<file path="config.mk">
export PLATFORM = sky130hd
export DESIGN_NAME = gnp_front_flat
export DESIGN_NICKNAME = d
export VERILOG_FILES = /design/src/gnp_pkg.sv /design/src/gnp_in_if.sv /design/src/gnp_front.sv /design/src/flat_wrapper.sv
export SDC_FILE = /design/constraint.sdc
export NUM_CORES = 1
export LEC_CHECK = 0
export ABC_AREA = 1
export BUFFER_PORTS_ARGS = -buffer_cell sky130_fd_sc_hd__buf_2
export CORE_ASPECT_RATIO = 1.1
export CORE_UTILIZATION = 50
export CTS_CLUSTER_DIAMETER = 120
export DETAILED_ROUTE_END_ITERATION = 8
export GPL_TIMING_DRIVEN = 0
export PLACE_DENSITY = 0.79
export SETUP_SLACK_MARGIN = 0.02
export SYNTH_ARGS = -nofsm -noshare
export SYNTH_HDL_FRONTEND = slang
export SYNTH_SLANG_ARGS = --single-unit
export TNS_END_PERCENT = 5
</file>
<file path="constraint.sdc">
create_clock -name clk -period 2.2 [get_ports clk]
set_input_delay 0 -clock clk [delete_from_list [all_inputs] [get_ports clk]]
set_output_delay 0 -clock clk [all_outputs]
set_load 0.05 [all_outputs]
</file>
<file path="src/gnp_pkg.sv">
// package with constants, codes and types of the grid nearest point depth buffer
`timescale 1ns / 1ps
package gnp_pkg;

  // grid and index space
  localparam int GRID_COLS  = 512;
  localparam int GRID_ROWS  = 256;
  localparam int MAX_POINTS = 65536;
  localparam int NCELLS     = GRID_COLS * GRID_ROWS;
  localparam int ADDR_W     = (NCELLS > 1) ? $clog2(NCELLS) : 1;

  // opcodes
  localparam logic [1:0] OP_INSERT = 2'd0;
  localparam logic [1:0] OP_QUERY  = 2'd1;
  localparam logic [1:0] OP_CLEAR  = 2'd2;

  // configuration register indexes
  localparam logic [1:0] CFG_IMAGE_WIDTH  = 2'd0;
  localparam logic [1:0] CFG_IMAGE_HEIGHT = 2'd1;
  localparam logic [1:0] CFG_BLOCK_WIDTH  = 2'd2;
  localparam logic [1:0] CFG_BLOCK_HEIGHT = 2'd3;

  // confidence arithmetic
  localparam logic [25:0] CONF_NUM   = 26'd65536000;
  localparam logic [18:0] DEPTH_BIAS = 19'd1000;
  localparam int          CONF_STEPS = 26;
  localparam int          COORD_STEPS = 12;

  typedef struct packed {
    logic [11:0] image_width;
    logic [11:0] image_height;
    logic [6:0]  block_width;
    logic [6:0]  block_height;
  } gnp_cfg_t;

  // classified item passed from front to back
  typedef struct packed {
    logic [1:0]        op;
    logic              in_grid;
    logic [ADDR_W-1:0] addr;
    logic [15:0]       point;
    logic [17:0]       depth;
  } gnp_item_t;

  // one stored cell
  typedef struct packed {
    logic        valid;
    logic [17:0] depth;
    logic [15:0] point;
    logic [15:0] conf;
  } gnp_entry_t;

  localparam int ENTRY_W = $bits(gnp_entry_t);

endpackage

</file>
<file path="src/gnp_in_if.sv">
// input channel interface of the depth buffer
`timescale 1ns / 1ps
interface gnp_in_if;
  logic        valid;
  logic        ready;
  logic [1:0]  opcode;
  logic [15:0] point_index;
  logic signed [15:0] pixel_u;
  logic signed [15:0] pixel_v;
  logic [17:0] depth_mm;

  modport source (output valid, opcode, point_index, pixel_u, pixel_v, depth_mm,
                  input ready);
  modport sink (input valid, opcode, point_index, pixel_u, pixel_v, depth_mm,
                output ready);
endinterface

</file>
<file path="src/gnp_front.sv">
// front end: accepts transactions, range checks and divides pixel to cell
`timescale 1ns / 1ps
module gnp_front import gnp_pkg::*; (
  input  logic      clk,
  input  logic      rst_n,
  input  gnp_cfg_t  cfg,
  input  logic      hold,
  gnp_in_if.sink    in_ch,
  output logic      q_valid,
  input  logic      q_ready,
  output gnp_item_t q_item
);

  localparam logic [1:0] F_IDLE = 2'd0;
  localparam logic [1:0] F_DIV  = 2'd1;
  localparam logic [1:0] F_PUSH = 2'd2;

  logic [1:0]  state_r;
  logic [3:0]  step_r;
  logic [1:0]  op_r;
  logic        need_div_r;
  logic [15:0] point_r;
  logic [17:0] depth_r;
  logic [6:0]  bw_r, bh_r;
  logic [11:0] qu_r, qv_r;
  logic [6:0]  remu_r, remv_r;

  logic        coord_ok;
  logic        idx_ok;
  logic [7:0]  tu, tv;
  logic [24:0] lin;
  logic        cell_ok;

  // early classification of the incoming transaction
  assign idx_ok = {5'd0, in_ch.point_index} < 21'(MAX_POINTS);
  assign coord_ok = !in_ch.pixel_u[15] && !in_ch.pixel_v[15] &&
                    (in_ch.pixel_u < $signed({4'd0, cfg.image_width})) &&
                    (in_ch.pixel_v < $signed({4'd0, cfg.image_height}));

  assign in_ch.ready = (state_r == F_IDLE) && !hold;

  // restoring divider trial values
  assign tu = {remu_r, qu_r[11]};
  assign tv = {remv_r, qv_r[11]};

  // cell address and grid bound
  assign cell_ok = (13'(qu_r) < 13'(GRID_COLS)) && (13'(qv_r) < 13'(GRID_ROWS));
  assign lin     = 25'(qv_r) * 25'(GRID_COLS) + 25'(qu_r);

  assign q_valid        = (state_r == F_PUSH);
  assign q_item.op      = op_r;
  assign q_item.in_grid = need_div_r && cell_ok;
  assign q_item.addr    = ADDR_W'(lin);
  assign q_item.point   = point_r;
  assign q_item.depth   = depth_r;

  // control
  always_ff @(posedge clk) begin
    if (!rst_n) begin
      state_r <= F_IDLE;
      step_r  <= '0;
    end else begin
      case (state_r)
        F_IDLE: begin
          if (in_ch.valid && in_ch.ready) begin
            step_r  <= '0;
            state_r <= ((in_ch.opcode == OP_INSERT || in_ch.opcode == OP_QUERY) &&
                        idx_ok && coord_ok) ? F_DIV : F_PUSH;
          end
        end
        F_DIV: begin
          step_r <= step_r + 4'd1;
          if (step_r == 4'(COORD_STEPS - 1)) begin
            state_r <= F_PUSH;
          end
        end
        F_PUSH: begin
          if (q_ready) begin
            state_r <= F_IDLE;
          end
        end
        default: state_r <= F_IDLE;
      endcase
    end
  end

  // payload and dividers
  always_ff @(posedge clk) begin
    if (state_r == F_IDLE && in_ch.valid && in_ch.ready) begin
      op_r       <= in_ch.opcode;
      point_r    <= in_ch.point_index;
      depth_r    <= in_ch.depth_mm;
      need_div_r <= (in_ch.opcode == OP_INSERT || in_ch.opcode == OP_QUERY) &&
                    idx_ok && coord_ok;
      bw_r       <= (cfg.block_width == '0) ? 7'd1 : cfg.block_width;
      bh_r       <= (cfg.block_height == '0) ? 7'd1 : cfg.block_height;
      qu_r       <= in_ch.pixel_u[11:0];
      qv_r       <= in_ch.pixel_v[11:0];
      remu_r     <= '0;
      remv_r     <= '0;
    end else if (state_r == F_DIV) begin
      if (tu >= {1'b0, bw_r}) begin
        remu_r <= 7'(tu - {1'b0, bw_r});
        qu_r   <= {qu_r[10:0], 1'b1};
      end else begin
        remu_r <= tu[6:0];
        qu_r   <= {qu_r[10:0], 1'b0};
      end
      if (tv >= {1'b0, bh_r}) begin
        remv_r <= 7'(tv - {1'b0, bh_r});
        qv_r   <= {qv_r[10:0], 1'b1};
      end else begin
        remv_r <= tv[6:0];
        qv_r   <= {qv_r[10:0], 1'b0};
      end
    end
  end

endmodule

</file>
<file path="src/flat_wrapper.sv">
// flat-port wrapper written by rule: the top's interface ports become plain ports
module gnp_front_flat import gnp_pkg::*;
  (clk, rst_n, cfg, hold, q_valid, q_ready, q_item, in_ch_valid, in_ch_opcode, in_ch_point_index, in_ch_pixel_u, in_ch_pixel_v, in_ch_depth_mm, in_ch_ready);
  gnp_in_if in_ch_i ();
  input  logic clk;
  input  logic rst_n;
  input  gnp_cfg_t cfg;
  input  logic hold;
  output logic q_valid;
  input  logic q_ready;
  output gnp_item_t q_item;
  input wire logic [$bits(in_ch_i.valid)-1:0] in_ch_valid;
  input wire logic [$bits(in_ch_i.opcode)-1:0] in_ch_opcode;
  input wire logic [$bits(in_ch_i.point_index)-1:0] in_ch_point_index;
  input wire logic [$bits(in_ch_i.pixel_u)-1:0] in_ch_pixel_u;
  input wire logic [$bits(in_ch_i.pixel_v)-1:0] in_ch_pixel_v;
  input wire logic [$bits(in_ch_i.depth_mm)-1:0] in_ch_depth_mm;
  output wire logic [$bits(in_ch_i.ready)-1:0] in_ch_ready;
  assign in_ch_i.valid = in_ch_valid;
  assign in_ch_i.opcode = in_ch_opcode;
  assign in_ch_i.point_index = in_ch_point_index;
  assign in_ch_i.pixel_u = in_ch_pixel_u;
  assign in_ch_i.pixel_v = in_ch_pixel_v;
  assign in_ch_i.depth_mm = in_ch_depth_mm;
  assign in_ch_ready = in_ch_i.ready;
  gnp_front u_core (.clk(clk), .rst_n(rst_n), .cfg(cfg), .hold(hold), .in_ch(in_ch_i), .q_valid(q_valid), .q_ready(q_ready), .q_item(q_item));
endmodule
</file>
==> flow_summary.toml, run 1 <==
[worst_setup_path]
crit_slowest_cell = "edfxtp_1"
path_max_fanout = 3
cp_slowest_stage_delay_ns = 0.46
start_kind = "flip-flop"
crit_chain = "ha_4 -> buf_12 -> a31oi_4 -> nor3b_2 -> nand3_1 -> xnor2_1 -> buf_4"
setup.worst_path.end_class = "output port"
path_class = "flip-flop to output port"
arrival_ns = 2.09
required_ns = 2.20

[clocking]
cts_max_path_buffers = 2
clkSinkCount = 95
clk_root_buffer_cell = "clkbuf_8"
clkLatencyLatePin_ns = 0.37
numCtsBuffers = 9
cts_tree = "done"
path_clk_slew_ns = 0.09
h-tree-depth = 3

[timing]
postLayoutSetupSlackWorst_ns = 0.1095
max_slew_margin = 0.5006
tightest_slew_ns = 0.7490
fin_tns_setup_ns = 0
fmax_ghz = 0.4784
finalCritPeriodShare = 0.9502
timing.final.max_slew_violations = 0
finClkSkew_ns = 0.01446
finalHoldViolations = 0
fin_hold_ws_ns = 0.02152
rsz0062_at_grt = "true"
min_period_ns = 2.090
setup_viol = 0

[power_and_ir_drop]
p_leak_nw = 3.460
p_int_mw = 2.935
ir_drop_mv = 0.4463
seqPwrFrac = 0.496
clockPowerShare = 0.280
power_density_nw_per_um2 = 586.4
p_sw_mw = 1.243
switching_share = 0.2975
pwr-share-comb = 0.224

[cells_and_area]
drive_gt1_frac = 0.2880
syn_to_final_growth_pct = 40.42
fill_cells = 683
antenna_cells = 0
fin_nets = 951
final_util = 0.7239

[placement]
io_buffer_count = 166
pre_cts_ws_ns = 0.07705
gp_congestion = 0.8312
dp_hpwl_um = 8761

[global_routing]
track_usage = 0.2493
grt_max_degree = 61
grt_pass1_wl_um = 20490
overflow = 0
antenna_found_initial = 0
first_global_vias = 4605

[floorplanning]
dieWidth_um = 98.05
die_height_um = 107.7
io_pins = 167
fp-row-count = 38
core_um2 = 9842
initial_utilization = 0.5155
die_area_um2 = 10550

[run]
maxCapViolCount = 0

[yosys]
syn_nets = 693
synth_warnings = 0
yosysSeqAreaShare = 0.5228
avgSynthCellArea_um2 = 9.413
synth_edf_count = 75
synthArstFlopShare = 0
synth_area_leaders = "edfxtp_1 (44%), nand2_1 (11%), ha_1 (9.9%)"
yosysTopAreaCell = "edfxtp_1"
synth_top_area_frac = 0.4439
ys.flop_type = "edfxtp_1"
synthDistinctLibCells = 38
syn_inst = 539
synth_seq_cells = 95
netlist_area_um2 = 5074

[detailed_routing]
vias_per_cell = 4.962
vias = 4575
wl_per_cell_um = 14.08
dr.pass1.iters = 4
ant_nets = 0
wl_um = 12980
drc_errors = 0
dr.first_iter.drc_count = 224

[min_path]
hold_path_class = "primary input to flip-flop"

[run_status]
status = "finished, final reports clean"
==> kinds of logic after synthesis <==
| kind of cell | after synthesis | share of synthesized area |
|---|---|---|
| XOR/XNOR | 13 | 0.02244 |
| AO/OA/AOI/OAI | 66 | 0.07349 |
| AND/OR/NAND/NOR | 215 | 0.1785 |
| buffers and inverters | 107 | 0.09223 |
| flip-flops | 95 | 0.5228 |
| adder cells (fa/ha/maj) | 43 | 0.1105 |
==> critical path, delay by kind of cell, from the launching register on <==
family / cells / cell delay, ns
flops: 1 / 0.46
simple gates: 2 / 0.35
fa+ha+maj: 1 / 0.34
buf+inv: 2 / 0.33
xor+xnor: 1 / 0.18
compound gates: 1 / 0.08
==> stage by stage <==
| step | area [um^2] | std cells | power [mW] |
|---|---|---|---|
| floorplan | 5080 | 539 | 2.634 |
| global placement | 6061 | 825 | 2.860 |
| detailed placement | 6061 | 825 | 2.890 |
| CTS | 7014 | 915 | 4.135 |
| global route | 7124 | 922 | 4.335 |
| finish | 7124 | 922 | 4.178 |
==> synth_stat cells (2+ instances only) <==
cell type,number
a21o_1,2
a21oi_1,27
a21oi_2,3
buf_2,2
buf_4,11
buf_6,3
clkbuf_1,13
dfxtp_1,20
edfxtp_1,75
fa_1,3
ha_1,40
inv_1,74
inv_2,4
nand2_1,152
nand2_2,3
nand3_1,16
nand3_2,2
nand4_1,2
nor2_1,23
nor3_1,5
nor3_2,3
nor4_1,2
o211ai_1,4
o21ai_0,16
o21ai_1,9
or2_1,2
xnor2_1,6
xor2_1,7
==> power groups by stage <==
stage | registers, mW | logic, mW | clock network [mW]
floorplan | 2.22 | 0.416 | 0
global placement | 2.11 | 0.753 | 0
detailed placement | 2.11 | 0.778 | 0
CTS | 2.07 | 0.889 | 1.18
global route | 2.08 | 1.01 | 1.24
finish | 2.07 | 0.936 | 1.17
==> sequential cells by signal (all words and copies together) (netlist names) <==
name,count
u_core.bh_r,7
u_core.bw_r,7
u_core.depth_r,18
u_core.need_div_r,1
u_core.op_r,2
u_core.point_r,16
u_core.qu_r,12
u_core.qv_r,12
u_core.remu_r,7
u_core.remv_r,7
u_core.state_r,2
u_core.step_r,4
==> worst paths after layout <==
path                                  startpoint               end  slack (ns)  depth (start not counted)
worst max-delay path              u_core.qv_r[2]        q_item[50]        0.11                          7
worst min-delay path            in_ch_pixel_u[0]    u_core.qu_r[0]        0.02                          3
worst max register to register   u_core.qu_r[11]  u_core.remu_r[6]        0.14                         11
worst min register to register  u_core.remv_r[5]  u_core.remv_r[5]        0.48                          2
==> timing repair <==
| action | in CTS | in global routing |
|---|---|---|
| buffers inserted | 0 | 7 |
| hold endpoints to repair | 77 | 0 |
| setup endpoints to repair | 4 | 11 |
| pin swaps | 0 | 7 |
| hold buffers | 74 | 0 |
| resized for setup | 4 | 11 |
==> routing by layer <==
metal | global-route usage | part of all wire | vias up
met4 | 0.1017 | 0.019 | 0
met5 | 0 | 0 | -
met3 | 0.04156 | 0.035 | 24
met1 | 0.2684 | 0.39 | 2165
li1 | - | - | 2270
met2 | 0.4809 | 0.56 | 116
==> cell usage in the layout, fill, tap and decap left out, types with 4 or more instances in the layout <==
cell type and n:
nor2_1 22, a21oi_1 27, dlygate4sd3_1 74, nand2_1 150, dfxtp_1 20, o21ai_1 9
xor2_1 7, clkbuf_8 9, nand2_2 5, buf_4 20, ha_1 38, o21ai_0 16
buf_2 164, nor3_1 5, xnor2_1 6, o211ai_1 4, inv_1 74, edfxtp_1 75
clkbuf_1 14, nand3_1 16, inv_2 4
==> area by class of cell <==
cell class / count / area, um^2 / share of cell area
clock inverter: 6 / 68.82 / 0.009659
sequential: 95 / 2653 / 0.3723
clock buffer: 10 / 127.6 / 0.01791
multi-input combinational: 337 / 2011 / 0.2822
tap: 120 / 150.1 / 0.02107
timing repair buffer: 247 / 1647 / 0.2311
buffer: 29 / 175.2 / 0.02459
inverter: 78 / 292.8 / 0.04110
(Power assumes the default switching activity.)
==> inputs of run 2 (changes only) <==
CAP_MARGIN = 20   (was unset)
GPL_TIMING_DRIVEN = unset   (was 0)
==> run 2 against run 1 <==
  * Register-to-register slack gained 0.03 ns
  * Non-clock buffer count shrank 28
  * Clock power shrank 6%
  * Worst hold slack gained 0.015 ns
  * Critical path depth shrank 1
  * Cell count shrank 3.0%
  * First-iteration DRC count shrank 16%
  * Flip-flop and latch count is the same
  * Critical endpoint is now q_item[47]
  * Highest routed layer unchanged
==> flow_summary.toml, run 2 (synthesis results as in run 1) <==
[cells_and_area]
fill_cells = 710
stdcell_count = 894
regMostFlops = "u_core.depth_r"
antenna_cells = 0
seq_area_um2 = 2653
layout_commonest_cell = "buf_2"
largest_reg_flops = 18
fin_nets = 923
drive_gt1_frac = 0.2739
syn_to_final_growth_pct = 36.55
reg_top3 = "u_core.depth_r (18), u_core.point_r (16)"
mostFrequentLayoutCells = "buf_2 (164), nand2_1 (152), dlygate4sd3_1 (75), edfxtp_1 (75), inv_1 (74)"
multi_input_area_um2 = 1998
final_util = 0.7039

[floorplanning]
initial_utilization = 0.5155
fp-row-count = 38
dieWidth_um = 98.05
core_um2 = 9842
die_area_um2 = 10550
die_height_um = 107.7
io_pins = 167

[power_and_ir_drop]
p_leak_nw = 3.355
ir_drop_mv = 0.3506
power_density_nw_per_um2 = 586.0

[placement]
dp.cells = 800
io_buffer_count = 166
dp_hpwl_um = 8575
gp_congestion = 0.8540

[timing]
max_slew_margin = 0.7193
fmax_ghz = 0.4902
finalCritPeriodShare = 0.9273
finClkSkew_ns = 0.008578
tightest_slew_ns = 0.4206
finalHoldViolations = 0
setup_viol = 0
timing.final.max_slew_violations = 0
min_period_ns = 2.040
rsz0062_at_grt = "true"

[global_routing]
track_usage = 0.2455
overflow = 0
grt_max_degree = 53
first_global_vias = 4423
use_met1 = 0.2671
grt_busiest_layer = "met2"
antenna_found_initial = 0
grt_pass1_wl_um = 19950
met2_usage = 0.4693
grt_use_met3 = 0.03052

[clocking]
cts_tree = "done"
path_clk_slew_ns = 0.10
clkSinkCount = 95
h-tree-depth = 3
clkLatencyLatePin_ns = 0.37
numCtsBuffers = 9
cts_max_path_buffers = 2
clk_root_buffer_cell = "clkbuf_8"

[run_status]
status = "finished, final reports clean"

[detailed_routing]
dr.pass1.iters = 5
ant_nets = 0
dr.first_iter.drc_count = 189
wl_um = 13100
wl_per_cell_um = 14.65
vias_per_cell = 4.992
drc_errors = 0
vias = 4463

[worst_setup_path]
setup.worst_path.end_class = "output port"
r2r_slack_ns = 0.17
arrival_ns = 2.04
path_max_fanout = 3
path_class = "flip-flop to output port"
reg2reg_from = "u_core.qu_r[11]"
start_kind = "flip-flop"
timing.rr.end = "u_core.remu_r[6]"
required_ns = 2.20
ff2ff_path_depth = 11

[min_path]
hp-start = "in_ch_pixel_v[0]"
min_path_cells = 3
min_to = "u_core.qv_r[0]"
hold_path_class = "primary input to flip-flop"

[run]
maxCapViolCount = 0
-- run 2: worst max-delay path by stage --
stage | cells after the start | startpoint | endpoint
after floorplan | 7 | u_core.qu_r[11] | q_item[50]
after global placement | 9 | u_core.qu_r[11] | u_core.remu_r[0]
after detailed placement | 9 | u_core.qu_r[11] | u_core.remu_r[0]
after CTS | 6 | u_core.qu_r[9] | q_item[47]
after global routing | 11 | u_core.qu_r[11] | u_core.remu_r[6]
final | 6 | u_core.qu_r[9] | q_item[47]
-- run 2: metrics by stage --
| stage | total power [mW] | setup TNS (ns) | instance area, um^2 | setup WS (ns) | hold slack (ns) |
|---|---|---|---|---|---|
| detailed placement | 2.871 | 0 | 5928 | 0.1962 | 0.1783 |
| CTS | 4.048 | 0 | 6872 | 0.01330 | 0.02502 |
| floorplan | 2.634 | 0 | 5080 | 0.06816 | 0.06332 |
| global placement | 2.845 | 0 | 5928 | 0.2496 | 0.1760 |
| global route | 4.210 | -0.007777 | 6928 | -0.007777 | 0.03634 |
| finish | 4.060 | 0 | 6928 | 0.1600 | 0.03637 |
-- run 2: critical path, cell delays in order, from the launching register on --
cell and delay (ns):
edfxtp_1 0.40, ha_2 0.20, inv_1 0.05, fa_2 0.36, o22ai_2 0.16, xor2_1 0.21
buf_2 0.30
-- run 2: repair_timing --
action / 4_1_cts / 5_1_grt
hold buffers: 75 / 0
gates resized for setup: 3 / 6
buffers inserted: 0 / 3
pin swaps: 0 / 2
endpoints found under the setup margin: 3 / 7
hold endpoints to repair: 78 / 0
-- run 2: power by group --
group | internal (mW) | switching, mW
clock network | 0.431 | 0.665
registers | 2.04 | 0.0367
logic | 0.332 | 0.558
-- run 2: metal layers --
layer	up-vias	routed length [um]
li1	2211	-
met1	2095	4950
met2	128	7348
met3	29	437
met4	0	364
met5	-	0
-- run 2: final cells by class --
| class | instances | area share |
|---|---|---|
| Sequential cell | 95 | 0.3829 |
| Multi-Input combinational cell | 337 | 0.2884 |
| Timing Repair Buffer | 248 | 0.2384 |
| Inverter | 78 | 0.04226 |
| Tap cell | 120 | 0.02167 |
| Clock buffer | 10 | 0.01842 |
| Clock inverter | 6 | 0.007947 |
