--- src/gnp_pkg.sv ---
// package with constants, codes and types of the grid nearest point depth buffer
`timescale 1ns / 1ps
package gnp_pkg;

  // grid and index space
  localparam int GRID_COLS  = 512;
  localparam int GRID_ROWS  = 256;
  localparam int MAX_POINTS = 65536;
  localparam int NCELLS     = GRID_COLS * GRID_ROWS;
  localparam int ADDR_W     = (NCELLS > 1) ? $clog2(NCELLS) : 1;

  // opcodes
  localparam logic [1:0] OP_INSERT = 2'd0;
  localparam logic [1:0] OP_QUERY  = 2'd1;
  localparam logic [1:0] OP_CLEAR  = 2'd2;

  // configuration register indexes
  localparam logic [1:0] CFG_IMAGE_WIDTH  = 2'd0;
  localparam logic [1:0] CFG_IMAGE_HEIGHT = 2'd1;
  localparam logic [1:0] CFG_BLOCK_WIDTH  = 2'd2;
  localparam logic [1:0] CFG_BLOCK_HEIGHT = 2'd3;

  // confidence arithmetic
  localparam logic [25:0] CONF_NUM   = 26'd65536000;
  localparam logic [18:0] DEPTH_BIAS = 19'd1000;
  localparam int          CONF_STEPS = 26;
  localparam int          COORD_STEPS = 12;

  typedef struct packed {
    logic [11:0] image_width;
    logic [11:0] image_height;
    logic [6:0]  block_width;
    logic [6:0]  block_height;
  } gnp_cfg_t;

  // classified item passed from front to back
  typedef struct packed {
    logic [1:0]        op;
    logic              in_grid;
    logic [ADDR_W-1:0] addr;
    logic [15:0]       point;
    logic [17:0]       depth;
  } gnp_item_t;

  // one stored cell
  typedef struct packed {
    logic        valid;
    logic [17:0] depth;
    logic [15:0] point;
    logic [15:0] conf;
  } gnp_entry_t;

  localparam int ENTRY_W = $bits(gnp_entry_t);

endpackage

--- src/gnp_queue.sv ---
// two entry queue between front and back
`timescale 1ns / 1ps
module gnp_queue import gnp_pkg::*; (
  input  logic      clk,
  input  logic      rst_n,
  input  logic      push_valid,
  output logic      push_ready,
  input  gnp_item_t push_item,
  output logic      pop_valid,
  input  logic      pop_ready,
  output gnp_item_t pop_item
);

  gnp_item_t slot_r [2];
  logic      rd_r, wr_r;
  logic [1:0] cnt_r;
  logic      do_push, do_pop;

  assign push_ready = (cnt_r != 2'd2);
  assign pop_valid  = (cnt_r != 2'd0);
  assign pop_item   = slot_r[rd_r];
  assign do_push    = push_valid && push_ready;
  assign do_pop     = pop_valid && pop_ready;

  // pointers and fill count
  always_ff @(posedge clk) begin
    if (!rst_n) begin
      rd_r  <= 1'b0;
      wr_r  <= 1'b0;
      cnt_r <= '0;
    end else begin
      if (do_push) wr_r <= !wr_r;
      if (do_pop)  rd_r <= !rd_r;
      cnt_r <= cnt_r + 2'(do_push) - 2'(do_pop);
    end
  end

  // storage
  always_ff @(posedge clk) begin
    if (do_push) begin
      slot_r[wr_r] <= push_item;
    end
  end

endmodule

--- config.mk ---
export PLATFORM = sky130hd
export DESIGN_NAME = gnp_queue
export DESIGN_NICKNAME = d
export VERILOG_FILES = /design/src/gnp_pkg.sv /design/src/gnp_queue.sv
export SDC_FILE = /design/constraint.sdc
export NUM_CORES = 1
export LEC_CHECK = 0
export BUFFER_PORTS_ARGS = -buffer_cell sky130_fd_sc_hd__clkbuf_2
export CAP_MARGIN = 20
export CORE_UTILIZATION = 56
export DETAILED_ROUTE_END_ITERATION = 16
export PLACE_DENSITY = 0.9
export RECOVER_POWER = 100
export REMOVE_ABC_BUFFERS = 1
export SYNTH_ARGS = -nofsm -noshare
export SYNTH_HDL_FRONTEND = slang
export SYNTH_SLANG_ARGS = --single-unit
--- constraint.sdc ---
create_clock -name clk -period 4.5 [get_ports clk]
set_clock_uncertainty 0.2 [all_clocks]
set_input_delay 0.45 -clock clk [delete_from_list [all_inputs] [get_ports clk]]
set_output_delay 0.45 -clock clk [all_outputs]
set_load 0.02 [all_outputs]
==> results of run 1 <==
[sequential cells by signal, summed over array words and instances (netlist names), named ones only]
register / cells
slot_r: 108
rd_r: 1
wr_r: 1
cnt_r: 2
[routing by layer]
layer  vias to the layer above  global-route usage (%)  share of wire, %
li1                       1155                       -                 -
met1                      1205                    22.5                38
met4                         0                    10.4               1.1
met5                         -                       0                 0
met2                       105                    41.3                55
met3                        10                    8.40               5.5
[per-stage QoR]
step	area, µm²	hold WS (ps)	setup WS [ps]
floorplan	4130	272	1860
global placement	4830	286	2030
detailed placement	4850	293	2000
CTS	5950	151	1470
global route	5810	155	780
finish	5810	149	1010
[cell usage after synthesis]
cell type / instances / share of area [%]
ha_1: 1 / 0.30
buf_6: 5 / 1.3
o21ba_1: 1 / 0.24
nor2_1: 4 / 0.36
nand3_1: 1 / 0.12
nor4_1: 1 / 0.15
mux2_1: 50 / 13
a21oi_1: 1 / 0.12
buf_2: 1 / 0.12
inv_1: 2 / 0.18
a21bo_1: 1 / 0.24
nor2b_1: 1 / 0.15
o31a_1: 1 / 0.21
edfxtp_1: 108 / 77
o21ai_0: 1 / 0.12
and2_1: 1 / 0.15
and3_2: 1 / 0.18
nand2b_1: 1 / 0.15
and3_4: 1 / 0.27
dfxtp_1: 5 / 2.4
or2_2: 1 / 0.15
mux2_2: 4 / 1.1
nand3b_1: 1 / 0.18
nor3_2: 1 / 0.24
nor4bb_2: 1 / 0.39
xor2_1: 1 / 0.21
o21ai_1: 1 / 0.12
[logic make-up after synthesis]
family | Yosys count | synth area share, %
mux | 54 | 14.5
compound gates | 6 | 1.05
buf+inv | 8 | 1.64
fa+ha+maj | 1 | 0.299
flops | 113 | 79.8
xor+xnor | 1 | 0.209
simple gates | 15 | 2.48
[worst max-delay path by stage]
stage,to,start,depth (start not counted),slack [ps]
2_1_floorplan,pop_item[0],flip-flop,1,1860
3_3_place_gp,pop_item[33],flip-flop,3,2030
5_1_grt,slot_r[0][22],cnt_r[0],4,780
3_5_place_dp,pop_item[9],flip-flop,3,2000
6_report,pop_item[33],flip-flop,3,1010
4_1_cts,pop_item[39],flip-flop,3,1470
[worst register-to-register path: cells and delay by family, from the launching register on]
| kind | cells | cell delay, ps |
|---|---|---|
| buf+inv | 2 | 2040 |
| flops | 1 | 430 |
| simple gates | 2 | 330 |
[power groups by stage]
stage,registers (W),clock network (W),logic [W]
global route,0.00136,0.00127,0.000625
finish,0.00134,0.00121,0.000581
CTS,0.00134,0.00122,0.000621
global placement,0.00136,0,0.000557
detailed placement,0.00136,0,0.000576
floorplan,0.00136,0,0.000366
[layout make-up]
| type | instances | area, µm² |
|---|---|---|
| Fill cell | 461 | 1440 |
| Sequential cell | 113 | 3340 |
| Tap cell | 99 | 124 |
| Inverter | 2 | 7.51 |
| Timing Repair Buffer | 171 | 1020 |
| Clock inverter | 13 | 120 |
| Multi-Input combinational cell | 77 | 776 |
| Clock buffer | 19 | 422 |
[what timing repair did]
item                                   4_1_cts  5_1_grt
endpoints found under the hold margin      109        0
setup endpoints to repair                    0        0
hold buffers                                55        0
==> impl_metrics.py, run 1 <==
metrics = {
    "timing": {
        "setup_viol": 0,
        "final_max_slew_viol_count": 31,
        "tightestPinTransition_ps": 1700,
        "finalHoldViolCount": 0,
        "final.min_clock_period_ps": 3490,
        "finalCritPeriodShare_pct": 77.5,
        "fmax_mhz": 287,
        "setup_tns_ps": 0,
        "rsz0062_at_grt": "no",
        "maxSlewHeadroom_pct": -13.5,
    },
    "finish": {
        "final_nets": 441,
        "area_growth_pct": 38.8,
        "drive_gt1_share_pct": 14.9,
        "final_common_cell": "edfxtp_1",
        "fin_cells": 494,
        "diodes": 0,
        "layout_common_cells": "edfxtp_1 (108), clkbuf_1 (94), dlygate4sd3_1 (55), mux2_1 (50), clkbuf_2 (22)",
        "final_util_pct": 80.1,
    },
    "floorplanning": {
        "coreArea_um2": 7250,
        "fp.dieH_um": 88.5,
        "ioPinCount": 114,
        "die_area_um2": 7830,
        "die_w_um": 88.5,
        "initial_utilization_pct": 57.8,
        "rows": 31,
    },
    "setup_path": {
        "r2r_cells": 4,
        "crit_type": "flip-flop to output pin",
        "r2r_start": "cnt_r[0]",
        "critical_path.top_delay_family": "flip-flops",
        "setup.worst_path.start_class": "flip-flop",
        "worst-path-buf-inv": 2,
        "crit_arrival_ps": 2840,
        "required_ps": 3850,
        "endpoint_kind": "output pin",
        "crit_path_max_fanout": 31,
        "cpMaxStageDelayCell": "dfxtp_1",
        "reg2reg_to": "slot_r[0][38]",
        "regToRegSetupSlack_ps": 1070,
        "path_cells": "buf_4, mux2_1, clkbuf_1",
        "critical-path-max-stage-delay_ps": 1260,
    },
    "status": {
        "outcome": "finished, violations left",
        "violations": "max-capacitance violations, max-slew violations",
    },
    "logic_synthesis": {
        "netlist_area_um2": 4190,
        "synthCells": 198,
        "ys_types": 27,
        "synth-seq-area-share_pct": 79.8,
        "synth_warnings": 0,
        "avgSynthCellArea_um2": 21.2,
        "synth_seq_cells": 113,
    },
    "drt": {
        "vias": 2475,
        "viasPerCell": 5.01,
        "detail_route.wl_per_cell_um": 17.2,
        "drc": 0,
        "drt_wl_total_um": 8470,
        "ant_nets": 0,
        "drtIter0Drc": 99,
        "first_pass_iters": 4,
    },
    "clock_network": {
        "cts_tree": "built",
        "root_buffer": "clkbuf_8",
        "worstSkewPairLatency_ps": 490,
        "post_cts_resized": 0,
        "cts_max_level": 4,
        "path_clk_slew_ps": 50,
        "cts_made_buffers": 17,
        "cts_sinks": 113,
        "clk_path_buf_depth": 2,
        "post_cts.repair.setup_buffers": 0,
    },
    "pwr": {
        "power_w": 0.00314,
        "p_leak_nw": 2.05,
        "pwr-share-clk_pct": 38.6,
        "swShare_pct": 27.5,
        "seq_power_share_pct": 42.9,
        "p_sw_w": 0.000863,
        "intPower_w": 0.00227,
        "comb_power_share_pct": 18.5,
        "ir_drop_v": 0.000454,
        "cellPowerDensity_nw_per_um2": 539,
    },
    "worst_hold_path": {
        "hold_depth": 3,
        "holdCritPathClass": "primary input to flip-flop",
        "hold_end": "wr_r",
        "min_from": "push_valid",
    },
    "global_route": {
        "antenna_found_initial": 0,
        "grt-ovfl-total": 0,
        "grt_pass1_wl_um": 12200,
        "grt_usage_pct": 22.5,
        "grt_pass1_vias": 2601,
        "grt_max_degree": 32,
    },
    "job": {
        "max_cap_viol_count": 1,
    },
    "placed_design": {
        "port_buffers": 113,
        "gp_congestion": 0.679,
        "dp_hpwl_um": 4460,
        "dp_cells": 407,
    },
}
Power figures use the tool's default switching activity.
==> inputs of run 2 (changes only) <==
--- a/config.mk
+++ b/config.mk
@@ -7,9 +7,9 @@
 export LEC_CHECK = 0
 export BUFFER_PORTS_ARGS = -buffer_cell sky130_fd_sc_hd__clkbuf_2
 export CAP_MARGIN = 20
-export CORE_UTILIZATION = 56
+export CORE_UTILIZATION = 47
 export DETAILED_ROUTE_END_ITERATION = 16
-export PLACE_DENSITY = 0.9
+export PLACE_DENSITY = 0.82
 export RECOVER_POWER = 100
 export REMOVE_ABC_BUFFERS = 1
 export SYNTH_ARGS = -nofsm -noshare
==> constraint.sdc (replaced) <==
create_clock -name clk -period 2.91 [get_ports clk]
set_clock_uncertainty 0.2 [all_clocks]
set_input_delay 0.291 -clock clk [delete_from_list [all_inputs] [get_ports clk]]
set_output_delay 0.291 -clock clk [all_outputs]
set_load 0.02 [all_outputs]
==> run 2 against run 1 <==
  * The flow now finishes without violations
  * Clock-buffer cell count decreased by 2
  * Critical endpoint is now slot_r[0][28]
  * Worst hold slack got worse by 86 ps
  * Highest routed layer unchanged
  * Design area increased by 1.8%
  * Non-clock buffer count increased by 1
==> impl_metrics.py, run 2 (synthesized netlist as in run 1, its figures left out) <==
metrics = {
    "drt": {
        "vias": 2404,
        "detail_route.wl_per_cell_um": 15.6,
        "drtIter0Drc": 95,
        "viasPerCell": 4.77,
        "first_pass_iters": 4,
        "ant_nets": 0,
        "drt_wl_total_um": 7870,
        "drc": 0,
    },
    "global_route": {
        "grt_usage_pct": 17.6,
        "antenna_found_initial": 0,
        "grt-ovfl-total": 0,
        "grt_pass1_wl_um": 11500,
        "grt_max_degree": 55,
        "grt_pass1_vias": 2402,
    },
    "clock_network": {
        "post_cts_resized": 0,
        "cts_sinks": 113,
        "cts_tree": "built",
        "root_buffer": "clkbuf_8",
        "worstSkewPairLatency_ps": 490,
        "cts_made_buffers": 17,
        "cts_max_level": 4,
        "path_clk_slew_ps": 60,
        "clk_path_buf_depth": 2,
    },
    "timing": {
        "finalCritPeriodShare_pct": 81.4,
        "final_max_slew_viol_count": 0,
        "tightestPinTransition_ps": 1010,
        "fmax_mhz": 422,
        "setup_tns_ps": 0,
        "final.min_clock_period_ps": 2370,
        "rsz0062_at_grt": "no",
        "maxSlewHeadroom_pct": 32.7,
        "setup_viol": 0,
        "finalHoldViolCount": 0,
    },
    "placed_design": {
        "gp_congestion": 0.675,
        "port_buffers": 113,
    },
    "status": {
        "outcome": "finished, final reports clean",
    },
    "finish": {
        "layout_common_cells": "edfxtp_1 (108), clkbuf_1 (90), dlygate4sd3_1 (56), mux2_1 (50), clkbuf_2 (22)",
        "multi_input_area_um2": 776,
        "final_util_pct": 68.2,
        "final_nets": 442,
        "largest_reg_flops": 108,
        "n_fill_cell": 636,
        "regMostFlops": "slot_r",
        "final_common_cell": "edfxtp_1",
        "area_growth_pct": 41.2,
        "drive_gt1_share_pct": 15.9,
        "diodes": 0,
        "ff_latch_area_um2": 3340,
        "reg_top3": "slot_r x108, cnt_r x2",
    },
    "setup_path": {
        "endpoint_kind": "flip-flop",
        "crit_arrival_ps": 2350,
        "required_ps": 2890,
        "crit_path_max_fanout": 31,
        "crit_type": "flip-flop to flip-flop",
        "reg2reg_to": "slot_r[0][28]",
        "r2r_start": "cnt_r[0]",
        "regToRegSetupSlack_ps": 540,
        "r2r_cells": 4,
        "crit_start": "cnt_r[0]",
        "setup.worst_path.start_class": "flip-flop",
    },
    "job": {
        "max_cap_viol_count": 0,
    },
    "pwr": {
        "p_leak_nw": 2.07,
        "cellPowerDensity_nw_per_um2": 841,
        "ir_drop_v": 0.000626,
    },
    "floorplanning": {
        "ioPinCount": 114,
        "die_area_um2": 9290,
        "initial_utilization_pct": 48.3,
        "coreArea_um2": 8680,
        "rows": 34,
        "die_w_um": 96.4,
        "fp.dieH_um": 96.4,
    },
    "worst_hold_path": {
        "min_from": "pop_ready",
        "hold_depth": 4,
        "holdCritPathClass": "primary input to flip-flop",
    },
}
==> run 2: worst max path at each step <==
stage                     to  depth (start not counted)
2_1_floorplan   slot_r[0][0]                          3
3_3_place_gp   slot_r[1][43]                          3
3_5_place_dp   slot_r[0][29]                          4
4_1_cts         pop_item[45]                          3
5_1_grt        slot_r[1][25]                          3
6_report       slot_r[0][28]                          4
==> run 2: power by group <==
| part | switching, W | internal [W] | leakage [nW] | total (W) |
|---|---|---|---|---|
| registers | 0.0000496 | 0.00198 | 1.05 | 0.00203 |
| logic | 0.000607 | 0.000352 | 0.749 | 0.000959 |
| clock network | 0.000695 | 0.00129 | 0.273 | 0.00199 |
==> run 2: metrics by stage <==
step                worst slack, ps  cells  hold WS (ps)  power [W]  instance area, µm²
CTS                             706    504          46.3    0.00508                6030
floorplan                       421    192           190    0.00267                4130
global route                    371    504          87.7    0.00517                5920
detailed placement              853    416           285    0.00302                4890
global placement                958    416           282    0.00299                4890
finish                          542    504          62.9    0.00498                5920
==> run 2: cell type report <==
class / instances / area share, %
repair buffers: 172 / 18.1
well taps: 108 / 2.28
multi-input cells: 77 / 13.1
inverters: 2 / 0.127
clock buffers: 17 / 7.00
flip-flops and latches: 113 / 56.5
clock inverters: 15 / 2.83
==> run 2: timing repair <==
action | 4_1_cts | 5_1_grt
buffers inserted | 0 | 0
hold buffers | 56 | 0
endpoints found under the hold margin | 113 | 0
==> run 2: metal layers <==
metal	GRT usage [%]	vias up	part of all wire, %
met5	0	-	0
met4	6.37	0	0.22
met3	6.42	2	5.3
met2	30.0	86	52
met1	20.4	1160	42
li1	-	1156	-
==> run 2: critical path: stages (launching register included) <==
cell and delay [ps]:
dfxtp_1 450, nand2b_1 220, nand3b_1 120, inv_1 740, buf_12 290
==> inputs of run 3 (changes only) <==
--- a/config.mk
+++ b/config.mk
@@ -5,11 +5,12 @@
 export SDC_FILE = /design/constraint.sdc
 export NUM_CORES = 1
 export LEC_CHECK = 0
+export ABC_AREA = 1
 export BUFFER_PORTS_ARGS = -buffer_cell sky130_fd_sc_hd__clkbuf_2
 export CAP_MARGIN = 20
 export CORE_UTILIZATION = 47
 export DETAILED_ROUTE_END_ITERATION = 16
-export PLACE_DENSITY = 0.82
+export PLACE_DENSITY = 0.81
 export RECOVER_POWER = 100
 export REMOVE_ABC_BUFFERS = 1
 export SYNTH_ARGS = -nofsm -noshare
==> constraint.sdc (replaced) <==
create_clock -name clk -period 2 [get_ports clk]
set_clock_uncertainty 0.2 [all_clocks]
set_input_delay 0.2 -clock clk [delete_from_list [all_inputs] [get_ports clk]]
set_output_delay 0.2 -clock clk [all_outputs]
set_load 0.02 [all_outputs]
==> run 3 against run 2 <==
  * The flow now finishes with violations (negative setup slack)
  * First-iteration DRC count down 15%
  * Cell count grew 2.0%
  * Worst setup slack got worse by 570 ps
  * Power grew 67%
  * Die area is 4.6% higher
  * Sequential share of layout area shrank 3.0 points
  * Global-route usage is 0.58 points higher
  * Highest routed layer unchanged
==> impl_metrics.py, run 3 <==
metrics = {
    "logic_synthesis": {
        "synthArstFlopShare_pct": 0,
        "ys.flop_type": "edfxtp_1",
        "yosys.area.top_type": "edfxtp_1",
        "yosys-top-cells-count": "edfxtp_1 (108), mux2_4 (50), nand2_1 (11)",
        "synth.area.top_cells": "edfxtp_1 (74%), mux2_4 (17%), buf_12 (2.3%)",
        "avgSynthCellArea_um2": 21.5,
        "synth-seq-area-share_pct": 76.2,
        "synth_seq_cells": 113,
        "netlist_area_um2": 4390,
        "synthCells": 204,
        "synth_edf_count": 108,
        "yosysMostFrequentCell": "edfxtp_1",
        "synth_warnings": 0,
        "ys_types": 14,
        "synth_top_area_share_pct": 74.0,
    },
    "finish": {
        "diodes": 0,
        "finalInstanceArea_um2": 6250,
        "reg_top3": "slot_r x108, cnt_r x2",
        "fin_cells": 514,
        "final_nets": 453,
        "layout_common_cells": "edfxtp_1 (108), clkbuf_2 (62), dlygate4sd3_1 (56), mux2_4 (51), clkbuf_1 (39)",
        "n_fill_cell": 594,
        "final_common_cell": "edfxtp_1",
        "drive_gt1_share_pct": 40.6,
        "regMostFlops": "slot_r",
        "largest_reg_flops": 108,
        "area_growth_pct": 42.6,
    },
    "timing": {
        "setup_viol": 34,
        "rsz0062_at_grt": "yes",
        "tightestPinTransition_ps": 558,
        "final_max_slew_viol_count": 0,
        "finalHoldViolCount": 0,
        "fmax_mhz": 493,
        "layout_setup_ws_ps": -28.3,
        "final.min_clock_period_ps": 2030,
        "finalCritPeriodShare_pct": 101,
        "maxSlewHeadroom_pct": 62.8,
    },
    "floorplanning": {
        "fp.dieH_um": 98.6,
        "die_w_um": 98.6,
        "die_area_um2": 9720,
        "ioPinCount": 114,
        "rows": 34,
        "coreArea_um2": 8890,
        "initial_utilization_pct": 49.3,
    },
    "pwr": {
        "p_leak_nw": 2.46,
        "pwr-share-clk_pct": 34.1,
        "intPower_w": 0.00598,
        "ir_drop_v": 0.000813,
        "swShare_pct": 27.9,
        "cellPowerDensity_nw_per_um2": 1330,
        "seq_power_share_pct": 37.9,
        "p_sw_w": 0.00231,
        "comb_power_share_pct": 28.0,
    },
    "placed_design": {
        "dp_cells": 425,
        "port_buffers": 113,
        "dp_hpwl_um": 4620,
        "gp_congestion": 0.686,
        "placed_area_um2": 5080,
    },
    "setup_path": {
        "setup.worst_path.start_class": "flip-flop",
        "crit_path_max_fanout": 21,
        "regToRegSetupSlack_ps": 130,
        "endpoint_kind": "output pin",
        "crit_arrival_ps": 1630,
        "required_ps": 1600,
        "crit_type": "flip-flop to output pin",
    },
    "clock_network": {
        "cts_made_buffers": 17,
        "worstSkewPairLatency_ps": 500,
        "cts_tree": "built",
        "cts_sinks": 113,
        "root_buffer": "clkbuf_8",
        "clk_path_buf_depth": 2,
        "post_cts.repair.setup_buffers": 0,
        "cts_max_level": 4,
        "path_clk_slew_ps": 50,
    },
    "global_route": {
        "grt_usage_pct": 18.1,
        "grt_pass1_wl_um": 12700,
        "grt-ovfl-total": 0,
        "antenna_found_initial": 0,
        "grt_max_degree": 36,
        "grt_pass1_vias": 2673,
    },
    "drt": {
        "drt_wl_total_um": 8330,
        "detail_route.wl_per_cell_um": 16.2,
        "viasPerCell": 4.80,
        "route.met2.wl_um": 4690,
        "first_pass_iters": 4,
        "met1_length_um": 3220,
        "highest_layer": "met4",
        "vias": 2468,
        "drc": 0,
        "drtIter0Drc": 81,
        "dr_wl_met3_um": 310,
        "ant_nets": 0,
    },
    "status": {
        "violations": "negative setup slack",
        "outcome": "finished, violations left",
    },
    "worst_hold_path": {
        "holdCritPathClass": "primary input to flip-flop",
    },
    "job": {
        "max_cap_viol_count": 0,
    },
}
-- run 3: cell types whose count changed after synthesis, moves of 4 or more --
cell     previous run  this run
mux2_1             50         0
mux2_4              0        50
nand2_1             0        11
buf_12              0         5
inv_1               2         7
buf_6               5         1
nor2_1              4         8
-- run 3: worst max-delay path, stage by stage, from the launching register on --
cell,delay (ps)
dfxtp_4,430
buf_16,220
mux2_4,320
clkbuf_2,150
-- run 3: cells by family after synthesis --
kind of cell | count (synthesis) | share of synthesized area [%]
flip-flops | 113 | 76.2
multiplexers | 54 | 18.1
AND/OR/NAND/NOR | 21 | 1.88
buffers and inverters | 13 | 3.14
AO/OA/AOI/OAI | 1 | 0.114
XOR/XNOR | 1 | 0.200
adder cells (fa/ha/maj) | 1 | 0.285
-- run 3: metal layers --
layer	global-route usage, %	vias up
li1	-	1165
met1	19.1	1209
met2	33.4	82
met3	5.39	12
met4	8.27	0
met5	0	-
-- run 3: power groups by stage --
| stage | clock, W | combinational (W) | sequential (W) |
|---|---|---|---|
| floorplan | 0 | 0.00140 | 0.00328 |
| global placement | 0 | 0.00209 | 0.00313 |
| detailed placement | 0 | 0.00211 | 0.00316 |
| CTS | 0.00289 | 0.00230 | 0.00314 |
| global route | 0.00300 | 0.00246 | 0.00317 |
| finish | 0.00283 | 0.00232 | 0.00314 |
-- run 3: through the flow --
step / util (%) / setup slack, ps / hold WS (ps) / setup TNS [ps] / total power (W)
2_1_floorplan: - / -1700 / 93.5 / -236000 / 0.00468
3_3_place_gp: 57.1 / 355 / 190 / 0 / 0.00522
3_5_place_dp: 57.1 / 183 / 193 / 0 / 0.00528
4_1_cts: 70.5 / -59.2 / 44.2 / -1820 / 0.00833
5_1_grt: 70.3 / -87.4 / 37.8 / -3090 / 0.00863
6_report: 70.3 / -28.3 / 26.9 / -438 / 0.00829
-- run 3: layout make-up --
cell class / instances / area [µm²] / area share, %
Clock buffer: 18 / 418 / 6.68
Clock inverter: 13 / 145 / 2.32
Tap cell: 108 / 135 / 2.16
Sequential cell: 113 / 3350 / 53.5
Inverter: 7 / 26.3 / 0.420
Multi-Input combinational cell: 78 / 913 / 14.6
Timing Repair Buffer: 177 / 1270 / 20.3
-- run 3: worst paths after layout --
kind                   start             to  cells past startpoint
hold reg to reg         rd_r           rd_r                      2
setup reg to reg    cnt_r[0]  slot_r[1][18]                      5
setup / recovery   flip-flop    pop_item[9]                      3
hold / removal    push_valid           wr_r                      5
-- run 3: repair_timing --
action / 4_1_cts / 5_1_grt
gates cloned: 2 / 0
hold buffers: 56 / 0
hold endpoints to repair: 113 / 0
setup endpoints to repair: 43 / 54
resized for setup: 4 / 36
